--- src/mexp_pkg.sv ---
// shared types for the right-to-left binary modular exponentiation block
// no dependencies
package mexp_pkg;

  typedef enum logic [2:0] {
    ST_IDLE,
    ST_REDUCE,
    ST_MUL,
    ST_SQR,
    ST_DONE
  } state_t;

endpackage

--- src/modexp_right_to_left_binary_top.sv ---
// Modular exponentiation base^exponent mod modulus, right-to-left square-and-multiply.
// One shared modular multiply-add step unit under a small sequencer. Depends on mexp_pkg.
//
// Usage: present operands with start while busy is low; the item is taken at that edge and
// busy stays high until the result has been shown. The result is on power_result and
// zero_modulus_error, marked by done for exactly one cycle, and cannot be held off; the
// outputs hold until the next item is taken. A zero modulus or a zero exponent shows done in
// the cycle right after start. Otherwise the base is first reduced by the modulus; then for
// each exponent bit up to the highest set bit, a multiply into the accumulator runs when the
// bit is set, followed by a squaring of the base, and done follows in the cycle after the last
// squaring. busy drops the cycle after done, so a new item is taken only once the last result
// has been shown. The step unit handles one multiplier bit per cycle.
// A zero exponent returns 1 even when the modulus is 1; a zero modulus returns 0 with
// zero_modulus_error set.
module modexp_right_to_left_binary_top #(
  parameter int WIDTH = 64
) (
  input  logic             clk,
  input  logic             rst,
  input  logic             start,
  output logic             busy,
  input  logic [WIDTH-1:0] base_value,
  input  logic [WIDTH-1:0] exponent_value,
  input  logic [WIDTH-1:0] modulus_value,
  output logic             done,
  output logic [WIDTH-1:0] power_result,
  output logic             zero_modulus_error
);
  import mexp_pkg::*;

  localparam int CW = $clog2(WIDTH);
  localparam int TW = WIDTH + 2;

  state_t state, state_next;

  logic [CW-1:0]    cnt;
  logic [WIDTH-1:0] r;
  logic [WIDTH-1:0] ysh;
  logic [WIDTH-1:0] base_r;
  logic [WIDTH-1:0] acc;
  logic [WIDTH-1:0] expo;
  logic [WIDTH-1:0] modulus;
  logic [WIDTH-1:0] res;
  logic             err;

  logic             last;
  logic             accept;
  logic             step_en;
  logic             reducing;
  logic             load_op;
  logic [WIDTH-1:0] load_val;

  logic [WIDTH-1:0] addend;
  logic [TW-1:0]    t;
  logic [TW:0]      s1, s2;
  logic [WIDTH-1:0] step_out;

  assign last   = (cnt == '0);
  assign accept = start && (state == ST_IDLE);

  // step unit: r <- (2r + bit*x) mod m, with r < m so the sum stays below 3m
  always_comb begin
    if (reducing) begin
      addend = {{(WIDTH-1){1'b0}}, ysh[WIDTH-1]};
    end else begin
      addend = ysh[WIDTH-1] ? base_r : '0;
    end
    t  = {1'b0, r, 1'b0} + {2'b00, addend};
    s1 = {1'b0, t} - {3'b000, modulus};
    s2 = {1'b0, t} - {2'b00, modulus, 1'b0};
    if (!s2[TW]) begin
      step_out = s2[WIDTH-1:0];
    end else if (!s1[TW]) begin
      step_out = s1[WIDTH-1:0];
    end else begin
      step_out = t[WIDTH-1:0];
    end
  end

  // next state
  always_comb begin
    state_next = state;
    case (state)
      ST_IDLE: begin
        if (start) begin
          if (modulus_value == '0 || exponent_value == '0) begin
            state_next = ST_DONE;
          end else begin
            state_next = ST_REDUCE;
          end
        end
      end
      ST_REDUCE: begin
        if (last) begin
          state_next = expo[0] ? ST_MUL : ST_SQR;
        end
      end
      ST_MUL: begin
        if (last) begin
          state_next = ST_SQR;
        end
      end
      ST_SQR: begin
        if (last) begin
          if ((expo >> 1) == '0) begin
            state_next = ST_DONE;
          end else begin
            state_next = expo[1] ? ST_MUL : ST_SQR;
          end
        end
      end
      ST_DONE: begin
        state_next = ST_IDLE;
      end
      default: begin
        state_next = ST_IDLE;
      end
    endcase
  end

  // control outputs
  always_comb begin
    busy     = 1'b1;
    done     = 1'b0;
    step_en  = 1'b0;
    reducing = 1'b0;
    load_op  = 1'b0;
    load_val = base_r;
    case (state)
      ST_IDLE: begin
        busy     = 1'b0;
        load_op  = start;
        load_val = base_value;
      end
      ST_REDUCE, ST_SQR: begin
        step_en  = 1'b1;
        reducing = (state == ST_REDUCE);
        load_op  = last;
        // the op ending now rewrites the running base
        load_val = (state_next == ST_MUL) ? acc : step_out;
      end
      ST_MUL: begin
        step_en  = 1'b1;
        load_op  = last;
        load_val = base_r;
      end
      ST_DONE: begin
        done = 1'b1;
      end
      default: begin
        busy = 1'b1;
      end
    endcase
  end

  always_ff @(posedge clk) begin
    if (rst) begin
      state <= ST_IDLE;
    end else begin
      state <= state_next;
    end
  end

  always_ff @(posedge clk) begin
    if (accept) begin
      expo    <= exponent_value;
      modulus <= modulus_value;
      acc     <= {{(WIDTH-1){1'b0}}, 1'b1};
      err     <= (modulus_value == '0);
      if (modulus_value == '0) begin
        res <= '0;
      end else begin
        res <= {{(WIDTH-1){1'b0}}, 1'b1};
      end
    end
    if (load_op) begin
      r   <= '0;
      ysh <= load_val;
      cnt <= CW'(WIDTH - 1);
    end else if (step_en) begin
      r   <= step_out;
      ysh <= ysh << 1;
      cnt <= cnt - 1'b1;
    end
    if (step_en && last) begin
      case (state)
        ST_MUL: begin
          acc <= step_out;
        end
        ST_REDUCE: begin
          base_r <= step_out;
        end
        ST_SQR: begin
          base_r <= step_out;
          expo   <= expo >> 1;
          if ((expo >> 1) == '0) begin
            res <= acc;
          end
        end
        default: begin
          acc <= acc;
        end
      endcase
    end
  end

  assign power_result       = res;
  assign zero_modulus_error = err;

endmodule

--- config.mk ---
export PLATFORM = sky130hd
export DESIGN_NAME = modexp_right_to_left_binary_top
export DESIGN_NICKNAME = d
export VERILOG_FILES = /design/src/mexp_pkg.sv /design/src/modexp_right_to_left_binary_top.sv
export SDC_FILE = /design/constraint.sdc
export NUM_CORES = 1
export LEC_CHECK = 0
export BUFFER_PORTS_ARGS = -buffer_cell sky130_fd_sc_hd__buf_2
export CAP_MARGIN = 15
export CORE_MARGIN = 3
export CORE_UTILIZATION = 45
export DETAILED_ROUTE_END_ITERATION = 16
export GPL_ROUTABILITY_DRIVEN = 0
export SKIP_LAST_GASP = 1
export SLEW_MARGIN = 20
export SYNTH_ARGS = -nofsm -noshare
export SYNTH_HDL_FRONTEND = slang
export SYNTH_SLANG_ARGS = --single-unit
--- constraint.sdc ---
create_clock -name clk -period 18.51 [get_ports clk]
set_input_delay 1.851 -clock clk [delete_from_list [all_inputs] [get_ports clk]]
set_output_delay 1.851 -clock clk [all_outputs]
set_load 0.01 [all_outputs]
# After elaboration in Yosys (flattened, before gate mapping)
# Cells that the tools add are included.
[totals]
reg_bits = 458
out_inout_bits = 67
word_cells = 65
[op_classes]
add_sub_neg = 4
eq_ne = 6
mux = 33
n_reduce_logical = 12
[op_table]
columns = ["operator", "count"]
rows = [
  ["$mux W64", 16],
  ["$pmux W64 S2", 2],
  ["$logic_not A64 Y1", 3],
  ["$sub A66 B64 Y67", 1],
  ["$sub A66 B65 Y67", 1],
  ["$add A65 B64 Y66", 1],
  ["$mux W3", 6],
  ["$pmux W3 S4", 1],
  ["$eq A3 B2 Y1 const B", 3],
  ["$mux W1", 7],
  ["$logic_not A6 Y1", 1],
  ["$sub A6 B1 Y6 const B", 1],
  ["$eq A3 B1 Y1 const B", 1],
  ["$eq A3 B3 Y1 const B", 1],
  ["$logic_not A3 Y1", 1],
  ["$ne A3 B2 Y1 const B", 1],
  ["$reduce_or A3 Y1", 1],
  ["$logic_and A1 B1 Y1", 2],
  ["$pmux W1 S2", 1],
  ["$reduce_and A2 Y1", 1],
  ["$reduce_bool A2 Y1", 1],
  ["$reduce_or A2 Y1", 1],
  ["$logic_or A1 B1 Y1", 1],
]

# Logic depth before layout (Yosys ltp)
# Gate-level depths: netlist of run 1.
[logic_depth]
depth_word = 11
mapped_depth = 34
mapped_depth_nobuf = 28

# Least setup slack after synthesis of run 1
# No wires, ideal clock.
[synth_path]
path_kind = "register to register"
from = "register state[0]"
to = "register acc[63] (data pin)"
setup_time_ps = 274
arrival_time_ps = 6303
t_required_ps = 18236
slack_ps = 11934
stages_incl_launch_ff = 33
n_path_buf = 6
period_less_slack_ps = 6576
cell_sequence = "dfxtp_1 -> clkbuf_1 -> nand2_1 -> nor2_1 -> nor2b_1 -> clkbuf_1 -> clkbuf_1 -> and2_1 -> ha_1 -> nand2_1 -> o31a_1 -> or3_1 -> o21ai_1 -> o21ai_1 -> a211o_1 -> a2111o_1 -> a21boi_0 -> nor2_1 -> ha_1 -> clkbuf_1 -> o21ai_0 -> a21oi_1 -> a221oi_1 -> inv_1 -> nor3_1 -> a21oi_1 -> nand2b_1 -> and2_1 -> buf_2 -> buf_2 -> o41ai_1 -> o32ai_1 -> o21ai_0"
[synth_between]
elab_chain_len = 10
[synth_rtl]
columns = ["item", "line", "text"]
rows = [
  ["start: declaration", "modexp_right_to_left_binary_top.sv:34", "state_t state, state_next;"],
  ["start signal: assignment", "modexp_right_to_left_binary_top.sv:160", "state <= state_next;"],
  ["$eq A3 B1 Y1 / $eq A3 B2 Y1 (equally long branches)", "modexp_right_to_left_binary_top.sv:129, modexp_right_to_left_binary_top.sv:137, modexp_right_to_left_binary_top.sv:186", ""],
  ["$reduce_or A2 Y1 (no line)", "-", ""],
  ["$mux W1", "modexp_right_to_left_binary_top.sv:129", "case (state)"],
  ["$mux W64", "modexp_right_to_left_binary_top.sv:63", "if (reducing) begin"],
  ["$add A65 B64 Y66", "modexp_right_to_left_binary_top.sv:68", "t = {1'b0, r, 1'b0} + {2'b00, addend};"],
  ["$sub A66 B64 Y67", "modexp_right_to_left_binary_top.sv:69", "s1 = {1'b0, t} - {3'b000, modulus};"],
  ["$mux W64", "modexp_right_to_left_binary_top.sv:73", "end else if (!s1[TW]) begin"],
  ["$mux W64", "modexp_right_to_left_binary_top.sv:71", "if (!s2[TW]) begin"],
  ["$pmux W64 S2", "modexp_right_to_left_binary_top.sv:186", "case (state)"],
  ["$mux W64 *", "modexp_right_to_left_binary_top.sv:185", "if (step_en && last) begin"],
  ["end signal: assignment", "modexp_right_to_left_binary_top.sv:168", "acc <= {{(WIDTH-1){1'b0}}, 1'b1};"],
  ["end signal: assignment", "modexp_right_to_left_binary_top.sv:188", "acc <= step_out;"],
  ["end: declaration", "modexp_right_to_left_binary_top.sv:40", "logic [WIDTH-1:0] acc;"],
]
# Mark *: on every way between the ends. The rest lies on a longest branch, timed or not.
# A chain may end at the register's enable or synchronous reset.

# Final worst setup path of run 1
[layout_path]
from = "register state[2]"
to = "register ysh[31] (data pin)"
[layout_between]
elab_chain_len = 11
[layout_rtl]
columns = ["item", "line", "text"]
rows = [
  ["$eq A3 B1 Y1 / $eq A3 B2 Y1 (equally long branches)", "modexp_right_to_left_binary_top.sv:83, modexp_right_to_left_binary_top.sv:129, modexp_right_to_left_binary_top.sv:137", ""],
  ["$reduce_or A2 Y1 (no line)", "-", ""],
  ["$mux W1", "modexp_right_to_left_binary_top.sv:129", ""],
  ["$mux W64", "modexp_right_to_left_binary_top.sv:63", ""],
  ["$add A65 B64 Y66", "modexp_right_to_left_binary_top.sv:68", ""],
  ["$sub A66 B64 Y67", "modexp_right_to_left_binary_top.sv:69", ""],
  ["$mux W64", "modexp_right_to_left_binary_top.sv:73", ""],
  ["$mux W64", "modexp_right_to_left_binary_top.sv:71", ""],
  ["$mux W64", "modexp_right_to_left_binary_top.sv:140", "load_val = (state_next == ST_MUL) ? acc : step_out;"],
  ["$pmux W64 S2", "modexp_right_to_left_binary_top.sv:129", ""],
  ["$mux W64 *", "modexp_right_to_left_binary_top.sv:176", "if (load_op) begin"],
  ["end signal: assignment", "modexp_right_to_left_binary_top.sv:178", "ysh <= load_val;"],
  ["end signal: assignment", "modexp_right_to_left_binary_top.sv:182", "ysh <= ysh << 1;"],
  ["end: declaration", "modexp_right_to_left_binary_top.sv:38", "logic [WIDTH-1:0] ysh;"],
]
# Marked as above.

==> results.md, run 1 <==
- Final Skew: 0.0322 ns
- Leak pwr: 15.2 nW
- Top post-synthesis cells by count: 440 x nand2_1, 334 x a21oi_1, 295 x nor2_1
- WL/cell: 23.3 um
- Distinct cells, synth: 100
- Post-DRT Antenna Nets: 0
- Worst-margin pin slew: 1.09 ns
- Power per cell area: 174 nW/um^2
- Final min period: 9.27 ns
- Sequential cell area fraction in the yosys report: 0.362
- Final Hold Viols: 0
- DRC viols: 0
- # hold bufs at CTS: 0
- Synth async-reset ratio: 0
- CTS tree: done
- Site Rows: 97
- IO Pins: 262
- WHS: 0.453 ns
- Cells after synthesis: 3934
- Delay-heaviest family, CP: compound AO/OA/AOI/OAI gates
- Switching Power: 3.13 mW
- Clock Latency Late Sink: 0.63 ns
- Iter 0 DRT Violations: 2942
- Vias in the first global route: 29700
- Largest net degree at the start of global routing: 128
- Max_cap viols: 0
- Reg-to-Reg Start: state[2]
- Largest incremental delay on the critical path: 0.70 ns
- Clk pin slew, worst setup/hold paths: 0.06 ns
- YS warnings: 0
- CP required: 18.83 ns
- Achievable Freq: 0.108 GHz
- Reg2reg path depth: 28
- Post_cts resized: 0
- Flop-to-flop setup slack: 9.24 ns
- Final setup viols: 0
- Flop pwr share: 0.218
- Initial Util: 0.459
- Critical Path AT: 9.58 ns
- R2R Path End: ysh[31]
- DRT Pass-1 Iters: 8
- WP buf/inv: 4
- Max-slew violation count: 0
- Outcome: complete, no violations
- Crit-path slowest cell: o21ai_0
- IO buf count: 261
- Post-CTS setup repair buffer count: 0
- Yosys top cell area share: 0.238
- CTS H-Tree Depth: 2
- Dpl hpwl: 89700 um
- Crit path from: state[2]
- Overall routing resource usage: 0.302
- Fillcell total: 6960
- Clock buffer count from CTS: 51
- Clock share of power: 0.168
- Max Root-Sink Buffers: 3
- Levels on crit path: 28
- Final Routed Wirelength: 118000 um
- Post-Syn Area: 32500 um^2
- WS Path Type: reg2reg
- HP Class: reg2reg
- Initial antenna violation count: 4
- Synth Register Bits: 458
- Die Ht: 275 um
- CP endpoint: ysh[31]
- Core footprint: 70800 um^2
- Critical Path Sink Type: flop
- Nets: 4484
- Area Growth Syn to Fin: 11.8%
- CTS sink cnt: 458
- Switching part of the total: 0.494
- DR vias: 31300
- RSZ-0062 raised after global routing: no
- Post-synth EDFFs: 257
- Max FO, Critical Path: 63
- Largest area contributor in the netlist: edfxtp_1
- CP startpoint kind: flop
- Final period utilization: 0.501
- Max_slew headroom: 0.267
- Cell with the most instances after synthesis: nand2_1
- Internal power: 3.20 mW
- Synth area leaders: edfxtp_1 24%, dfxtp_1 12%, ha_1 7.4%
- Maximum VDD drop: 0.121 mV
- Setup_tns: 0 ns
- Die W: 275 um
- Main synth FF type: edfxtp_1
- Share of cells above drive strength 1: 0.113
- CP most frequent cell: nor2_1
- Combinational share of power: 0.614
- First-pass GRT wire length: 176000 um
- Via density: 6.18
- Grt ovf: 0
- Post-Syn Area per Cell: 8.25 um^2
- Root Buffer: clkbuf_16
- Die area: 75400 um^2
## power by group through the flow
stage / clock network (mW) / registers [mW] / logic (mW)
2_1_floorplan: 0 / 1.37 / 2.63
3_3_place_gp: 0 / 1.40 / 3.78
3_5_place_dp: 0 / 1.40 / 3.79
6_report: 1.06 / 1.38 / 3.89
5_1_grt: 1.11 / 1.39 / 4.18
4_1_cts: 1.08 / 1.38 / 3.81
## sequential cells by signal, indices dropped and copies added, names as in the netlist
signal,cells
ysh,64
modulus,64
base_r,64
state,3
zero_modulus_error,1
cnt,6
power_result,64
acc,64
r,64
expo,64
## final cells by class
type | count | area [um^2] | area share
antenna | 2 | 5.00 | 0.000138
clock buffer | 77 | 1520 | 0.0418
clock inverter | 16 | 216 | 0.00596
inverter | 193 | 728 | 0.0201
multi-input combinational | 3093 | 19300 | 0.533
sequential | 458 | 11700 | 0.324
tap | 940 | 1180 | 0.0324
timing repair buffer | 296 | 1570 | 0.0433
## worst min path at each step
stage | from | to | slack [ns] | cells after the start
floorplan | r[44] | r[44] | 0.43 | 2
global placement | power_result[51] | power_result[51] | 0.44 | 2
detailed placement | power_result[55] | power_result[55] | 0.44 | 2
CTS | power_result[55] | power_result[55] | 0.45 | 2
global route | power_result[44] | power_result[44] | 0.47 | 2
finish | power_result[55] | power_result[55] | 0.45 | 2
## worst min-delay path: cells and delay by family, from the launching register on
kind,cells,cell delay [ns]
AND/OR/NAND/NOR,1,0.05
AO/OA/AOI/OAI,1,0.05
flip-flops,1,0.30
## layer usage
layer  vias to the layer above  global-route usage  wire (um)
met5                         -                   0          0
met3                       299              0.0373       7670
met1                     14900               0.373      47200
met4                         0               0.167       7430
li1                      14900                   -          -
met2                      1264               0.514      56200
## per-stage QoR
step	power (mW)	instances	utilization	worst slack [ns]	instance area [um^2]
6_report	6.33	5075	0.513	9.24	36300
3_5_place_dp	5.19	4980	0.488	9.40	34500
2_1_floorplan	4.00	3997	-	11.93	32700
3_3_place_gp	5.18	4980	0.488	9.54	34500
5_1_grt	6.68	5075	0.513	8.64	36300
4_1_cts	6.27	5073	0.513	9.38	36300
## layout by cell type (no fill, tap or decap), types with 70 or more instances in the layout
cell type | Yosys | layout
a21o_1 | 85 | 85
a21oi_1 | 334 | 333
a31oi_1 | 119 | 119
and2_1 | 78 | 77
buf_2 | 21 | 261
dfxtp_1 | 201 | 201
edfxtp_1 | 257 | 257
ha_1 | 193 | 193
inv_1 | 192 | 191
nand2_1 | 440 | 434
nand3_1 | 153 | 152
nand4_1 | 76 | 76
nor2_1 | 295 | 294
nor3_1 | 102 | 100
o21ai_0 | 286 | 286
xnor2_1 | 92 | 92
xor2_1 | 70 | 70
## cell families after synthesis
kind of cell	Yosys count	share of synthesized area
XOR/XNOR	162	0.0437
other	1	0.000116
AND/OR/NAND/NOR	1337	0.194
multiplexers	43	0.0143
buffers and inverters	446	0.0538
adder cells (fa/ha/maj)	196	0.0762
flip-flops	458	0.362
AO/OA/AOI/OAI	1291	0.256
Note: power is estimated with default switching activity, not from simulation.
==> run 2, diff against run 1 <==
--- a/config.mk
+++ b/config.mk
@@ -5,6 +5,7 @@
 export SDC_FILE = /design/constraint.sdc
 export NUM_CORES = 1
 export LEC_CHECK = 0
+export ABC_AREA = 1
 export BUFFER_PORTS_ARGS = -buffer_cell sky130_fd_sc_hd__buf_2
 export CAP_MARGIN = 15
 export CORE_MARGIN = 3
==> constraint.sdc (replaced) <==
create_clock -name clk -period 8.6 [get_ports clk]
set_input_delay 0.86 -clock clk [delete_from_list [all_inputs] [get_ports clk]]
set_output_delay 0.86 -clock clk [all_outputs]
set_load 0.01 [all_outputs]
==> run 2 against run 1 <==
Against the previous run:
- combinational power rose to 3.2 times the previous value
- critical path type unchanged
- die area is 5.2% higher
- sequential power rose by 130%
- worst setup slack got worse by 8.3 ns
- sequential share of layout area down 1.7 points
- largest cell class unchanged
- register-to-register slack worse by 8.3 ns
- hold slack got worse by 0.022 ns
==> results.md, run 2 <==
- Overall routing resource usage: 0.315 (+0.0128)
- Die area: 79300 um^2 (+5.2%)
- Final Skew: 0.0274 ns (-0.00485 ns)
- Length of routed met2 wiring: 59100 um (+5.1%)
- Post-CTS setup repair buffer count: 0 (unchanged)
- Final period utilization: 0.895 (+0.394)
- Initial antenna violation count: 1 (-3)
- Max FO, Critical Path: 39 (-38%)
- Die W: 282 um (+2.6%)
- WHS: 0.431 ns (-0.0220 ns)
- Dpl cells: 6133 (+23%)
- Final min period: 7.69 ns (-1.57 ns)
- Diode count: 0 (-2)
- Commonest cells after routing, fill and taps aside: 1084 x nand2_1, 690 x nor2_1, 679 x inv_1
- Synth async-reset ratio: 0 (unchanged)
- Initial Util: 0.457 (-0.00192)
- Largest net degree at the start of global routing: 128 (unchanged)
- Cell Count, Final, Fillers Out: 6227 (+23%)
- Distinct cells, synth: 53 (-47%)
- Max-slew violation count: 0 (unchanged)
- Levels on crit path: 38 (+36%)
- DR vias: 34900 (+11%)
- Synth Register Bits: 458 (unchanged)
- Core footprint: 74800 um^2 (+5.7%)
- Clock Latency Late Sink: 0.62 ns (about the same)
- Cells after synthesis: 4977 (+27%)
- Achievable Freq: 0.130 GHz (+20%)
- Setup_tns: 0 ns (unchanged)
- HP Class: in2reg
- Met3 Wirelength: 10300 um (+34%)
- Yosys top cell area share: 0.226 (-0.0120)
- WP buf/inv: 7 (+3)
- Area Growth Syn to Fin: 12.0%
- Post-synth EDFFs: 257 (unchanged)
- CP most frequent cell: nand2_1
- Post-placement cell area: 36600 um^2 (+5.9%)
- Dpl hpwl: 102000 um (+14%)
- Vias in the first global route: 32100 (+8.1%)
- Most common cell after layout, fill and taps aside: nand2_1
- CTS H-Tree Depth: 2 (unchanged)
- Nets: 5608 (+25%)
- Largest area contributor in the netlist: edfxtp_1
- WHS Path Cells: 1 (-1)
- Die Ht: 282 um (+2.6%)
- Share of cells above drive strength 1: 0.0780 (-0.0353)
- YS warnings: 0 (unchanged)
- Main synth FF type: edfxtp_1
- DRT Pass-1 Iters: 7 (-1)
- Root Buffer: clkbuf_16
- Site Rows: 100 (+3.1%)
- Max_slew headroom: 0.276 (+0.00814)
- Final instance area: 38300 um^2 (+5.5%)
- Grt ovf: 0 (unchanged)
- Worst setup margin: 0.906 ns (-8.34 ns)
- Top post-synthesis cells by count: 1087 x nand2_1, 695 x nor2_1, 680 x inv_1
- # hold bufs at CTS: 0 (unchanged)
- Power per cell area: 468 nW/um^2 (+170%)
- Delay-heaviest family, CP: compound AO/OA/AOI/OAI gates
- Final Hold Viols: 0 (unchanged)
- Outcome: complete, no violations
- Crit-path slowest cell: a21oi_1
- Post-DRT Antenna Nets: 0 (unchanged)
- WS Path Type: reg2reg
- RSZ-0062 raised after global routing: no
- Tot Pwr: 17.9 mW (+180%)
- WL/cell: 20.8 um (-11%)
- Iter 0 DRT Violations: 3738 (+27%)
- Post-Syn Area per Cell: 6.87 um^2 (-17%)
- Maximum VDD drop: 0.325 mV (+170%)
- CP required: 8.88 ns (-9.95 ns)
- Post_cts resized: 0 (unchanged)
- IO Pins: 262 (unchanged)
- Critical Path AT: 7.97 ns (-1.61 ns)
- DRC viols: 0 (unchanged)
- Post-Syn Area: 34200 um^2 (+5.3%)
- Max Root-Sink Buffers: 3 (unchanged)
- Fillcell total: 7677 (+10%)
- Final setup viols: 0 (unchanged)
- First-pass GRT wire length: 191000 um (+8.5%)
- Reg2reg path depth: 38 (+36%)
- Clock buffer count from CTS: 51 (unchanged)
- Synth area leaders: edfxtp_1 23%, nand2_1 12%, dfxtp_1 12%
- CTS tree: done
- Via density: 5.60 (-9.4%)
- Largest incremental delay on the critical path: 0.69 ns (about the same)
- CTS sink cnt: 458 (unchanged)
- Worst-margin pin slew: 1.08 ns (-0.0128 ns)
- Setup WS pre-CTS: 1.11 ns (-8.29 ns)
- Final Routed Wirelength: 129000 um (+9.2%)
- Max_cap viols: 0 (unchanged)
- Leak pwr: 18.5 nW (+22%)
- Clk pin slew, worst setup/hold paths: 0.06 ns (about the same)
- Sequential cell area fraction in the yosys report: 0.343 (-0.0182)
- Cell with the most instances after synthesis: nand2_1
- Critical Path Sink Type: flop
- CP startpoint kind: flop
- Final core utilization: 0.512 (-0.00119)
- IO buf count: 261 (unchanged)
- DRT met1 WL: 51500 um (+9.0%)
- DR top layer: met5
## run 2: worst paths after layout
| path | startpoint | slack (ns) | endpoint |
|---|---|---|---|
| setup reg to reg | state[2] | 0.91 | ysh[63] |
| setup / recovery | state[2] | 0.91 | ysh[63] |
| hold / removal | modulus_value[44] | 0.43 | modulus[44] |
| hold reg to reg | power_result[10] | 0.47 | power_result[10] |
## run 2: worst register-to-register path: cells and delay by family (launching register included)
kind            cells  cell delay (ns)
buf+inv             7             0.94
fa+ha+maj           3             0.95
xor+xnor            1             0.20
simple gates       17             2.27
compound gates     10             2.61
flops               1             0.39
## run 2: cell type report
type                       instances  area (um^2)  area share
multi-input combinational       3722        19400       0.508
sequential                       458        11700       0.307
tap                              969         1210      0.0317
clock buffer                      70         1420      0.0371
inverter                         688         2590      0.0676
clock inverter                    24          285     0.00745
timing repair buffer             296         1590      0.0416
## run 2: cells by family (layout without fill, tap and decap cells)
logic type      after synthesis  in the layout  synth area share
simple gates               2322           2322             0.282
xor+xnor                    167            167            0.0428
other cells                   1             64          0.000110
flops                       458            458             0.343
buf+inv                     860           1078            0.0964
fa+ha+maj                   196            196            0.0724
compound gates              973            973             0.163
## run 2: power by group
| part | leakage (nW) | switching, mW | internal [mW] |
|---|---|---|---|
| clock network | 0.838 | 0.935 | 1.33 |
| logic | 13.6 | 8.88 | 3.62 |
| registers | 4.12 | 0.218 | 2.93 |
| total | 18.5 | 10.0 | 7.88 |
## run 2: routing by layer
| metal | vias up | GRT usage |
|---|---|---|
| met3 | 329 | 0.0392 |
| met4 | 2 | 0.182 |
| met5 | - | 0 |
| met1 | 16000 | 0.403 |
| li1 | 16900 | - |
| met2 | 1566 | 0.516 |
